===== src/hdl/stt_pkg.sv =====
`timescale 1ns / 1ps
// Shared types and constants for the software timer table.
package stt_pkg;

    localparam int TIME_WIDTH = 32;

    localparam logic CMD_ADD  = 1'b0;
    localparam logic CMD_TICK = 1'b1;

    localparam logic [TIME_WIDTH-1:0] MIN_TIMEOUT = 32'd1;

    // Operation broadcast to every cell
    typedef enum logic [1:0] {
        OP_IDLE,
        OP_ADD,
        OP_TICK,
        OP_SHIFT
    } cell_op_t;

    typedef struct packed {
        cell_op_t                op;
        logic [TIME_WIDTH-1:0]   value;
    } cell_ctl_t;

    // What the cell holding the token did this cycle
    typedef struct packed {
        logic stop;
        logic fire;
        logic append;
    } cell_stat_t;

endpackage


===== src/hdl/stt_cell.sv =====
`timescale 1ns / 1ps
// One timer slot of the table: key, remaining time and the walking token.
module stt_cell
    import stt_pkg::*;
#(
    parameter int KEY_WIDTH = 8
)
(
    input  logic                  clk,
    input  logic                  rst_n,
    input  cell_ctl_t             ctl,
    input  logic [KEY_WIDTH-1:0]  key_cmd,
    input  logic                  occupied,
    input  logic                  tok_in,
    input  logic [KEY_WIDTH-1:0]  nb_key,
    input  logic [TIME_WIDTH-1:0] nb_rem,
    output logic                  tok_out,
    output logic                  tok_q,
    output cell_stat_t            stat,
    output logic [KEY_WIDTH-1:0]  key_q,
    output logic [TIME_WIDTH-1:0] rem_q
);

    logic [KEY_WIDTH-1:0]  key_reg, key_next;
    logic [TIME_WIDTH-1:0] rem_reg, rem_next;
    logic                  tok_reg, tok_next;
    logic                  pass;
    logic                  hold;
    logic                  expired;
    logic [TIME_WIDTH-1:0] rem_dec;

    // saturating decrement
    assign expired = (rem_reg <= ctl.value);
    assign rem_dec = expired ? '0 : (rem_reg - ctl.value);

    always_comb
    begin
        key_next = key_reg;
        rem_next = rem_reg;
        pass     = 1'b0;
        hold     = 1'b0;
        stat     = '0;
        if (tok_reg)
        begin
            unique case (ctl.op)
                OP_ADD:
                begin
                    if (!occupied)
                    begin
                        key_next    = key_cmd;
                        rem_next    = ctl.value;
                        stat.stop   = 1'b1;
                        stat.append = 1'b1;
                    end
                    else if (key_reg == key_cmd)
                    begin
                        rem_next  = ctl.value;
                        stat.stop = 1'b1;
                    end
                    else
                    begin
                        pass = 1'b1;
                    end
                end
                OP_TICK:
                begin
                    if (!occupied)
                    begin
                        stat.stop = 1'b1;
                    end
                    else
                    begin
                        rem_next = rem_dec;
                        if (expired)
                        begin
                            // keep the token here to start compaction
                            stat.stop = 1'b1;
                            stat.fire = 1'b1;
                            hold      = 1'b1;
                        end
                        else
                        begin
                            pass = 1'b1;
                        end
                    end
                end
                OP_SHIFT:
                begin
                    if (occupied)
                    begin
                        key_next = nb_key;
                        rem_next = nb_rem;
                        pass     = 1'b1;
                    end
                    else
                    begin
                        stat.stop = 1'b1;
                    end
                end
                default:
                begin
                end
            endcase
        end
    end

    assign tok_next = tok_in | (tok_reg & hold);
    assign tok_out  = tok_reg & pass;
    assign tok_q    = tok_reg;
    assign key_q    = key_reg;
    assign rem_q    = rem_reg;

    always_ff @(posedge clk or negedge rst_n)
    begin
        if (!rst_n)
        begin
            tok_reg <= 1'b0;
        end
        else
        begin
            tok_reg <= tok_next;
        end
    end

    always_ff @(posedge clk)
    begin
        key_reg <= key_next;
        rem_reg <= rem_next;
    end

endmodule


===== src/hdl/software_timer_table.sv =====
`timescale 1ns / 1ps
// Top level of the software timer table: command sequencer and the row of timer cells.
//
// The table holds up to MAX_TIMERS one-shot timers in a row of cells, kept in
// insertion order. A transaction is accepted when start is high and busy is low;
// the result appears for exactly one cycle with done high and cannot be held off.
// Each add, and each tick on a non-empty table, sends a single token down the
// row, one cell per clock: an add stops at the cell with a matching key or at
// the first free cell (a new entry), or runs off the end (add_full). A tick
// lowers each timer it passes and stops at the first one that reaches zero;
// that cell keeps the token and a second pass copies every later entry down
// one place. A tick on an empty table sends no token, clears tick_enable and
// reports done from the idle state. busy is low in the done cycle, so the next
// start may be taken there. tick_enable and live_count track the table at all
// times and are valid with each done strobe. The table storage needs no
// clearing after reset.
module software_timer_table
    import stt_pkg::*;
#(
    parameter int MAX_TIMERS = 16,
    parameter int KEY_WIDTH  = 8
)
(
    input  logic                                clk,
    input  logic                                rst_n,
    input  logic                                start,
    output logic                                busy,
    input  logic                                cmd,
    input  logic [KEY_WIDTH-1:0]                timer_key,
    input  logic [TIME_WIDTH-1:0]               timeout_ms,
    input  logic [TIME_WIDTH-1:0]               elapsed_ms,
    output logic                                done,
    output logic                                fired,
    output logic [KEY_WIDTH-1:0]                fired_key,
    output logic                                add_full,
    output logic                                tick_enable,
    output logic [$clog2(MAX_TIMERS+1)-1:0]     live_count
);

    localparam int CNT_W = $clog2(MAX_TIMERS + 1);

    typedef enum logic [1:0] {
        ST_IDLE,
        ST_ADD,
        ST_TICK,
        ST_SHIFT
    } state_t;

    state_t                state_reg, state_next;
    logic [KEY_WIDTH-1:0]  key_cmd_reg, key_cmd_next;
    logic [TIME_WIDTH-1:0] value_reg, value_next;
    logic [CNT_W-1:0]      count_reg, count_next;
    logic                  tick_on_reg, tick_on_next;
    logic                  done_reg, done_next;
    logic                  fired_reg, fired_next;
    logic [KEY_WIDTH-1:0]  fired_key_reg, fired_key_next;
    logic                  add_full_reg, add_full_next;

    cell_ctl_t             ctl;
    logic                  launch;
    logic [MAX_TIMERS:0]   tok_link;
    logic [MAX_TIMERS-1:0] tok_vec;
    logic [MAX_TIMERS-1:0] stop_vec;
    cell_stat_t            stat   [MAX_TIMERS];
    logic [KEY_WIDTH-1:0]  key_q  [MAX_TIMERS];
    logic [TIME_WIDTH-1:0] rem_q  [MAX_TIMERS];

    logic                  any_stop;
    logic                  any_fire;
    logic                  any_append;
    logic                  fall_off;
    logic [KEY_WIDTH-1:0]  hit_key;

    // ---------------------------------------------------------------
    // Cell row
    // ---------------------------------------------------------------
    assign tok_link[0] = launch;
    assign fall_off    = tok_link[MAX_TIMERS];

    always_comb
    begin
        unique case (state_reg)
            ST_ADD:   ctl.op = OP_ADD;
            ST_TICK:  ctl.op = OP_TICK;
            ST_SHIFT: ctl.op = OP_SHIFT;
            default:  ctl.op = OP_IDLE;
        endcase
        ctl.value = value_reg;
    end

    for (genvar i = 0; i < MAX_TIMERS; i++)
    begin : g_cell
        logic [KEY_WIDTH-1:0]  nb_key;
        logic [TIME_WIDTH-1:0] nb_rem;
        logic                  occupied;

        if (i < MAX_TIMERS - 1)
        begin : g_nb
            assign nb_key = key_q[i+1];
            assign nb_rem = rem_q[i+1];
        end
        else
        begin : g_last
            assign nb_key = key_q[i];
            assign nb_rem = rem_q[i];
        end

        assign occupied    = (CNT_W'(i) < count_reg);
        assign stop_vec[i] = stat[i].stop;

        stt_cell #(
            .KEY_WIDTH (KEY_WIDTH)
        ) u_cell (
            .clk      (clk),
            .rst_n    (rst_n),
            .ctl      (ctl),
            .key_cmd  (key_cmd_reg),
            .occupied (occupied),
            .tok_in   (tok_link[i]),
            .nb_key   (nb_key),
            .nb_rem   (nb_rem),
            .tok_out  (tok_link[i+1]),
            .tok_q    (tok_vec[i]),
            .stat     (stat[i]),
            .key_q    (key_q[i]),
            .rem_q    (rem_q[i])
        );
    end

    // Only the token holder reports, so plain OR merges the row
    always_comb
    begin
        any_stop   = 1'b0;
        any_fire   = 1'b0;
        any_append = 1'b0;
        hit_key    = '0;
        for (int i = 0; i < MAX_TIMERS; i++)
        begin
            any_stop   = any_stop   | stat[i].stop;
            any_fire   = any_fire   | stat[i].fire;
            any_append = any_append | stat[i].append;
            hit_key    = hit_key | (stat[i].fire ? key_q[i] : '0);
        end
    end

    // ---------------------------------------------------------------
    // Command sequencer
    // ---------------------------------------------------------------
    always_comb
    begin
        state_next     = state_reg;
        key_cmd_next   = key_cmd_reg;
        value_next     = value_reg;
        count_next     = count_reg;
        tick_on_next   = tick_on_reg;
        done_next      = 1'b0;
        fired_next     = fired_reg;
        fired_key_next = fired_key_reg;
        add_full_next  = add_full_reg;
        launch         = 1'b0;

        unique case (state_reg)
            ST_IDLE:
            begin
                if (start)
                begin
                    fired_next     = 1'b0;
                    fired_key_next = '0;
                    add_full_next  = 1'b0;
                    key_cmd_next   = timer_key;
                    if (cmd == CMD_ADD)
                    begin
                        value_next   = (timeout_ms < MIN_TIMEOUT) ? MIN_TIMEOUT : timeout_ms;
                        tick_on_next = 1'b1;
                        launch       = 1'b1;
                        state_next   = ST_ADD;
                    end
                    else if (count_reg == '0)
                    begin
                        // empty table: tick may sleep
                        value_next   = elapsed_ms;
                        tick_on_next = 1'b0;
                        done_next    = 1'b1;
                    end
                    else
                    begin
                        value_next = elapsed_ms;
                        launch     = 1'b1;
                        state_next = ST_TICK;
                    end
                end
            end
            ST_ADD:
            begin
                if (any_stop)
                begin
                    if (any_append)
                    begin
                        count_next = count_reg + CNT_W'(1);
                    end
                    done_next  = 1'b1;
                    state_next = ST_IDLE;
                end
                else if (fall_off)
                begin
                    add_full_next = 1'b1;
                    done_next     = 1'b1;
                    state_next    = ST_IDLE;
                end
            end
            ST_TICK:
            begin
                if (any_fire)
                begin
                    fired_next     = 1'b1;
                    fired_key_next = hit_key;
                    count_next     = count_reg - CNT_W'(1);
                    state_next     = ST_SHIFT;
                end
                else if (any_stop || fall_off)
                begin
                    done_next  = 1'b1;
                    state_next = ST_IDLE;
                end
            end
            ST_SHIFT:
            begin
                if (any_stop || fall_off)
                begin
                    done_next  = 1'b1;
                    state_next = ST_IDLE;
                end
            end
            default:
            begin
                state_next = ST_IDLE;
            end
        endcase
    end

    always_ff @(posedge clk or negedge rst_n)
    begin
        if (!rst_n)
        begin
            state_reg     <= ST_IDLE;
            key_cmd_reg   <= '0;
            value_reg     <= '0;
            count_reg     <= '0;
            tick_on_reg   <= 1'b0;
            done_reg      <= 1'b0;
            fired_reg     <= 1'b0;
            fired_key_reg <= '0;
            add_full_reg  <= 1'b0;
        end
        else
        begin
            state_reg     <= state_next;
            key_cmd_reg   <= key_cmd_next;
            value_reg     <= value_next;
            count_reg     <= count_next;
            tick_on_reg   <= tick_on_next;
            done_reg      <= done_next;
            fired_reg     <= fired_next;
            fired_key_reg <= fired_key_next;
            add_full_reg  <= add_full_next;
        end
    end

    assign busy        = (state_reg != ST_IDLE);
    assign done        = done_reg;
    assign fired       = fired_reg;
    assign fired_key   = fired_key_reg;
    assign add_full    = add_full_reg;
    assign tick_enable = tick_on_reg;
    assign live_count  = count_reg;

    // ---------------------------------------------------------------
    // Assertions
    // ---------------------------------------------------------------
    a_one_token : assert property (@(posedge clk) disable iff (!rst_n)
        $onehot0(tok_vec))
        else $error("more than one cell holds the token");

    a_one_stop : assert property (@(posedge clk) disable iff (!rst_n)
        $onehot0(stop_vec))
        else $error("more than one cell stopped the walk");

    a_count_range : assert property (@(posedge clk) disable iff (!rst_n)
        count_reg <= CNT_W'(MAX_TIMERS))
        else $error("timer count above table size");

    a_idle_no_token : assert property (@(posedge clk) disable iff (!rst_n)
        !busy |-> (tok_vec == '0))
        else $error("token left in the row while idle");

    a_fire_shift : assert property (@(posedge clk) disable iff (!rst_n)
        (state_reg == ST_TICK && any_fire) |=> (state_reg == ST_SHIFT && fired_reg))
        else $error("expiry not followed by compaction");

    a_result_kind : assert property (@(posedge clk) disable iff (!rst_n)
        done_reg |-> !(fired_reg && add_full_reg))
        else $error("result reports both expiry and full table");

endmodule


===== config.mk =====
export PLATFORM = sky130hd
export DESIGN_NAME = software_timer_table
export DESIGN_NICKNAME = d
export VERILOG_FILES = /design/src/hdl/stt_pkg.sv /design/src/hdl/stt_cell.sv /design/src/hdl/software_timer_table.sv
export SDC_FILE = /design/constraint.sdc
export NUM_CORES = 2
export LEC_CHECK = 0
export BUFFER_PORTS_ARGS = -buffer_cell sky130_fd_sc_hd__buf_2
export CAP_MARGIN = 40
export CORE_MARGIN = 10
export CORE_UTILIZATION = 42
export DETAILED_ROUTE_END_ITERATION = 7
export PLACE_DENSITY = 0.66
export SYNTH_ARGS = -nofsm -noshare
export SYNTH_HDL_FRONTEND = slang
export SYNTH_SLANG_ARGS = --single-unit

===== constraint.sdc =====
create_clock -name clk -period 4.6 [get_ports clk]
set_input_delay 0.46 -clock clk [delete_from_list [all_inputs] [get_ports clk]]
set_output_delay 0.46 -clock clk [all_outputs]
set_load 0.01 [all_outputs]

; ---- Word level (Yosys, flattened, before mapping)
; Index checks and enable logic that the tools add are counted.
[totals]
register_bits = 715
latch_bits = 0
ram_bits = 0
mem_bits_ro = 0
inputBits = 76
output_inout_bits = 18
word_cells = 888
memories = 0
[op_classes]
addsub = 18
n_mul = 0
n_div = 0
magnitude_cmp = 33
n_eq_ne = 93
shifts = 0
mux = 530
n_bitwise = 109
reduce_logical = 48
[ops]
columns = operator, n
row1 = $mux W32, 81
row2 = $pmux W32 S3, 15
row3 = $le A32 B32 Y1, 16
row4 = $sub A32 B32 Y32, 16
row5 = $mux W8, 48
row6 = $mux W1, 289
row7 = $pmux W8 S2, 16
row8 = $eq A8 B8 Y1, 16
row9 = $or A8 B8 Y8, 15
row10 = $pmux W1 S3, 32
row11 = $reduce_and A5 Y1, 15
row12 = $reduce_and A4 Y1, 18
row13 = $ne A2 B1 Y1 const B, 32
row14 = $pmux W32 S2, 1
row15 = $or A1 B1 Y1, 61
row16 = $ne A3 B3 Y1 const B, 18
row17 = $mux W3, 16
row18 = $mux W2, 23
row19 = $ne A2 B2 Y1 const B, 21
row20 = $lt A4 B5 Y1 const A, 8
row21 = $and A1 B1 Y1, 32
row22 = $lt A32 B1 Y1 const B, 1
row23 = $lt A3 B5 Y1 const A, 4
row24 = $mux W5, 3
row25 = other kinds (19), 34

; ---- Logic depth before layout (Yosys ltp)
[depth]
depth_word = 24
depth_mapped = 17

; ---- Hierarchy
; A second synthesis with hierarchy kept.
[hier_totals]
cells_unflattened = 8128
hier_area_um2 = 69798.2
[by_module_without_submodules]
columns = mod, instances, cells_per_inst, area_each_um2, seq_area_each_um2
row1 = stt_cell (g_cell[1].u_cell ...), 6, 469, 4043.9, 1226.2
row2 = stt_cell (g_cell[11].u_cell ...), 5, 491, 4175.3, 1226.2
row3 = stt_cell (g_cell[7].u_cell ...), 3, 497, 4256.6, 1226.2
row4 = stt_cell (g_cell[0].u_cell), 1, 485, 4106.4, 1226.2
row5 = stt_cell (g_cell[10].u_cell), 1, 449, 3951.3, 1226.2
row6 = software_timer_table, 1, 434, 3831.2, 1476.4

; ---- Worst setup path before layout
; Ideal clock, no wire load.
[synth_path]
kind = register to register
start = reg state_reg[0]
end = reg g_cell[0].u_cell.rem_reg[0], enable pin
setup_time_ps = 468
arrival_ps = 4480
required_ps = 4132
setup_slack_ps = -348
stages_incl_launch_ff = 12
synth_period_minus_slack_ps = 4948
path_cell_list = dfrtp_1 inv_1 ha_1 inv_1 clkbuf_1 clkbuf_1 nand2_1 clkbuf_1 buf_1 nor2_1 a21oi_1 nor3b_1
[synth_between]
elab_chain_len = 5
[synth_rtl]
columns = item, line
row1 = "start, declared", software_timer_table.sv:49  ; state_t state_reg, state_next;
row2 = "start signal, assigned", software_timer_table.sv:257  ; state_reg <= state_next;
row3 = $eq A2 B2 Y1 / $eq A2 B1 Y1 (equally long branches), software_timer_table.sv:82  ; unique case (state_reg)
row4 = $pmux W2 S3 *, software_timer_table.sv:82
row5 = $eq A2 B1 Y1 / $eq A2 B2 Y1 (equally long branches), stt_cell.sv:45  ; unique case (ctl.op)
row6 = $ne A3 B3 Y1 (no line) (tied with other cells), -
row7 = $reduce_and A5 Y1 (no line) *, -
row8 = "end signal, assigned", stt_cell.sv:128  ; rem_reg <= rem_next;
row9 = "end, declared", stt_cell.sv:25  ; logic [TIME_WIDTH-1:0] rem_reg, rem_next;
; Every way passes the cells marked *; elsewhere a longest branch is shown, timed or not.
; A chain may end at the register's enable or synchronous reset.

; ---- Worst setup path in the final report
[layout_path]
start = reg value_reg[28]
end = reg count_reg[0], in the netlist live_count[0]
[layout_between]
elab_chain_len = 22
[layout_rtl]
columns = item, line
row1 = "start, declared", software_timer_table.sv:51  ; logic [TIME_WIDTH-1:0] value_reg, value_next;
row2 = "start signal, assigned", software_timer_table.sv:259  ; value_reg <= value_next;
row3 = $le A32 B32 Y1, stt_cell.sv:33  ; assign expired = (rem_reg <= ctl.value);
row4 = $mux W2, stt_cell.sv:74  ; if (expired)
row5 = $mux W1, stt_cell.sv:67  ; if (!occupied)
row6 = $pmux W1 S3 / $mux W1 (equally long branches), stt_cell.sv:45
row7 = $mux W3, stt_cell.sv:43  ; if (tok_reg)
row8 = $or A1 B1 Y1 (on tied branches) (15 in a row), "software_timer_table.sv:139, software_timer_table.sv:140"
row9 = $ne A2 B2 Y1 (no line), -
row10 = $reduce_and A4 Y1 (no line) *, -
row11 = "end signal, assigned", software_timer_table.sv:260  ; count_reg <= count_next;
row12 = "end, declared", software_timer_table.sv:52  ; logic [CNT_W-1:0] count_reg, count_next;
; Marks and branches as above.

==> key figures <==
Status
  – Status: finished, violations left
  – Violations in the final reports: design-rule violations

Routing
  – WL/cell: 24.3 um
  – WL final: 206000 um
  – DRC viols: 2
  – Antenna Nets Post-Route: 0
  – Drt via density: 6.29
  – Initial detailed-routing violation count: 5625
  – Routed via count: around 53k
  – Pre-Repair DR Iteration Count: 8

Setup path
  – Worst R2R Setup Slack: roughly 0.094 ns
  – Crit. End Element: flip-flop
  – Max Fanout on Critical Path: 6
  – Crit Path Category: reg2reg
  – Worst EP arrival: 5.11 ns
  – CP required: 5.21 ns
  – Startpoint types: flip-flop

Floorplanning
  – Width of the die: just under 400 um
  – Die area: around 150000 sq um
  – IO Pins: 94
  – DIE HEIGHT: 392 um
  – Initial Util: 42.2%
  – Row cnt: 136
  – Placeable Area: 137000 sq um

STA
  – Fin. max-slew vios: 0
  – Endpoints failing setup: 0
  – Setup ws final: 0.0937 ns
  – Final period util: 98.0%
  – Least-Margin Pin Slew: approximately 1.4 ns
  – Post-layout min period: 4.51 ns
  – Worst clock skew: 0.0586 ns
  – Rel. slew slack: around 8.2%
  – Max Freq: 0.222 GHz
  – Hold Fails Final Rpt: 0

Final layout
  – Post-layout nets: 7240
  – Post-Route Utilization: 47.8%
  – Commonest non-fill, non-tap cell in the layout: a21oi_1
  – Antenna cells: 0
  – Max FFs per register: a little over 500
  – Layout cell share with drive strength beyond 1: between 9 and 10%
  – Most frequent cells in the layout: a21oi_1, o21ai_0, edfxtp_1
  – Final instance area: 65600 sq um
  – Syn-to-layout area delta: 13.2%

Placement
  – Final GP Congestion: 0.965
  – Port bufs: 93
  – Detailed Place HPWL: 157000 um
  – Place WS: approximately 0.0079 ns
  – DP Area: approximately 62000 sq um

Hold path
  – Worst hold path type: in2reg

Yosys
  – Synth warn: 0
  – Largest area contributor in the netlist: edfxtp_1
  – Synth cell types: roughly 100
  – Mapped Nets: 7036
  – Main synth FF type: edfxtp_1
  – Syn_area_per_cell: approximately 9 sq um
  – Ys async rst share: 10.5%
  – Cell area after synthesis: 58000 sq um
  – Synth area leaders: edfxtp_1, ha_1, a21oi_1
  – EDFF count, synth: 640
  – Yosys top cell area share: around a third
  – Yosys reg bits: 715
  – Post-Syn Instances: 6423
  – Seq/Total Area, Yosys: 36.4%

Power
  – Leakage: 26.0 nW
  – Worst VDD drop: between 400 and 500 uV
  – Sw power: 22.5 mW
  – Sw Ratio: 47.4%
  – Reg power frac: 19.1%
  – Clock power frac: 15.8%
  – PD cells: 724 nW/um^2
  – Design Power: around 48 mW
  – Cell-internal power: 25.0 mW
  – Comb pwr share: between 60 and 70%

Run
  – Maxcap violations: 0

Global routing
  – Vias in the first global route: between 50k and 60k
  – Grt ovf: 0
  – First-pass GRT wire length: 311000 um
  – Largest net degree at the start of global routing: between 200 and 250
  – Number of antenna violations at the first check in global routing: 1
  – Total track usage: approximately a quarter

Clock tree
  – Total CTS buffers: 90
  – Sink Count: 715
  – Clock Path Buffers: 3
  – Clock tree from TritonCTS: yes
  – H-tree levels: 3
  – Skew-Pair Late Insertion Delay: between 0.7 and 0.8 ns
  – Worst-path clk slew: 0.07 ns
  – Clk root buf: clkbuf_16
[kinds of logic after synthesis]
group / share of synthesized area [%]
flops: 36.4
simple gates: 13.0
fa+ha+maj: 11.8
compound gates: 26.5
mux: 0.227
buf+inv: 3.40
xor+xnor: 8.61
[power groups by stage]
stage	logic (mW)	registers [mW]	clock network (mW)
floorplan	21.0	9.03	0
global placement	29.5	9.24	0
detailed placement	30.0	9.18	0
CTS	30.3	9.05	7.59
global route	33.9	9.09	7.84
finish	31.0	9.06	7.50
[layout make-up]
type	instances	area (sq um)
clock buffers	119	2370
clock inverters	46	664
fillers	12900	71700
inverters	223	841
multi-input cells	5209	35200
flip-flops and latches	715	21100
well taps	1794	2240
repair buffers	388	3250
[synthesized netlist by cell type, types with 9 or more instances]
library cell / number
ha_1: 521
xor2_1: 334
dfrtp_1: 75
o21bai_1: 69
nor3b_1: 9
o22ai_1: 45
nand4_1: 101
nand3_1: 128
clkbuf_1: 232
o21a_1: 67
a21oi_1: 972
a222oi_1: 33
a31oi_1: 47
and3_1: 59
o211ai_1: 44
a211o_1: 24
a22oi_1: 11
and4_1: 19
a21boi_0: 21
nand3b_1: 9
or3_1: 38
o21ai_0: 647
nor4_1: 55
mux2_2: 9
a22o_1: 11
a221oi_1: 42
o31ai_1: 45
nor2_1: 285
a2111oi_0: 12
nor3_1: 97
nand2b_1: 67
o2111ai_1: 12
xnor2_1: 236
nor2b_1: 40
fa_1: 16
inv_1: 221
a211oi_1: 64
a21o_1: 194
a221o_1: 54
buf_2: 23
and2_1: 27
nand2_1: 559
or2_2: 29
edfxtp_1: 640
[critical path: stages, from the launching register on]
cell and delay [ns]:
dfrtp_1 0.37, clkinvlp_4 0.22, buf_4 0.20, ha_1 0.36, and3_1 0.21, and3_1 0.25
and3_1 0.24, a21boi_0 0.19, buf_4 0.16, nor3_1 0.06, buf_4 0.16, o41ai_1 0.37
buf_4 0.19, nand4_1 0.08, or4_1 0.53, o21a_1 0.30, a31oi_2 0.25, buf_4 0.17
xnor2_1 0.05
[metal layers]
metal | vias to the layer above | GRT usage, % | wire length [um]
met4 | 0 | 11.2 | 9380
met2 | 2518 | 42.4 | 94200
li1 | 24700 | - | -
met3 | 425 | 4.11 | 18000
met1 | 25800 | 33.5 | 84800
met5 | - | 0 | 0
[stage by stage]
step | cells | hold WS (ns) | setup TNS [ns]
6_report | 8494 | 0.0360 | 0
5_1_grt | 8494 | 0.0538 | -0.0834
4_1_cts | 8492 | 0.00669 | 0
3_5_place_dp | 8315 | 0.468 | 0
3_3_place_gp | 8307 | 0.470 | -1.13
2_1_floorplan | 6423 | 0.164 | -24.17
[timing repair]
action / in CTS / in global routing
resized for setup: 0 / 18
buffers inserted: 0 / 1
hold endpoints to repair: 50 / 0
setup endpoints to repair: 0 / 11
hold buffers: 12 / 0
[path summary, 6_finish.rpt]
kind | depth (start not counted) | end | start
setup / recovery | 18 | live_count[0]$_DFFE_PN0P_ | value_reg[28]$_DFFE_PN0P_
hold / removal | 3 | value_reg[21]$_DFFE_PN0P_ | elapsed_ms[21]
max in group asynchronous | 3 | g_cell[7].u_cell.tok_q$_DFF_PN0_ | rst_n
min in group asynchronous | 2 | key_cmd_reg[2]$_DFFE_PN0P_ | rst_n
hold reg to reg | 2 | value_reg[6]$_DFFE_PN0P_ | value_reg[6]$_DFFE_PN0P_
setup reg to reg | 18 | live_count[0]$_DFFE_PN0P_ | value_reg[28]$_DFFE_PN0P_
Power figures use the tool's default switching activity.
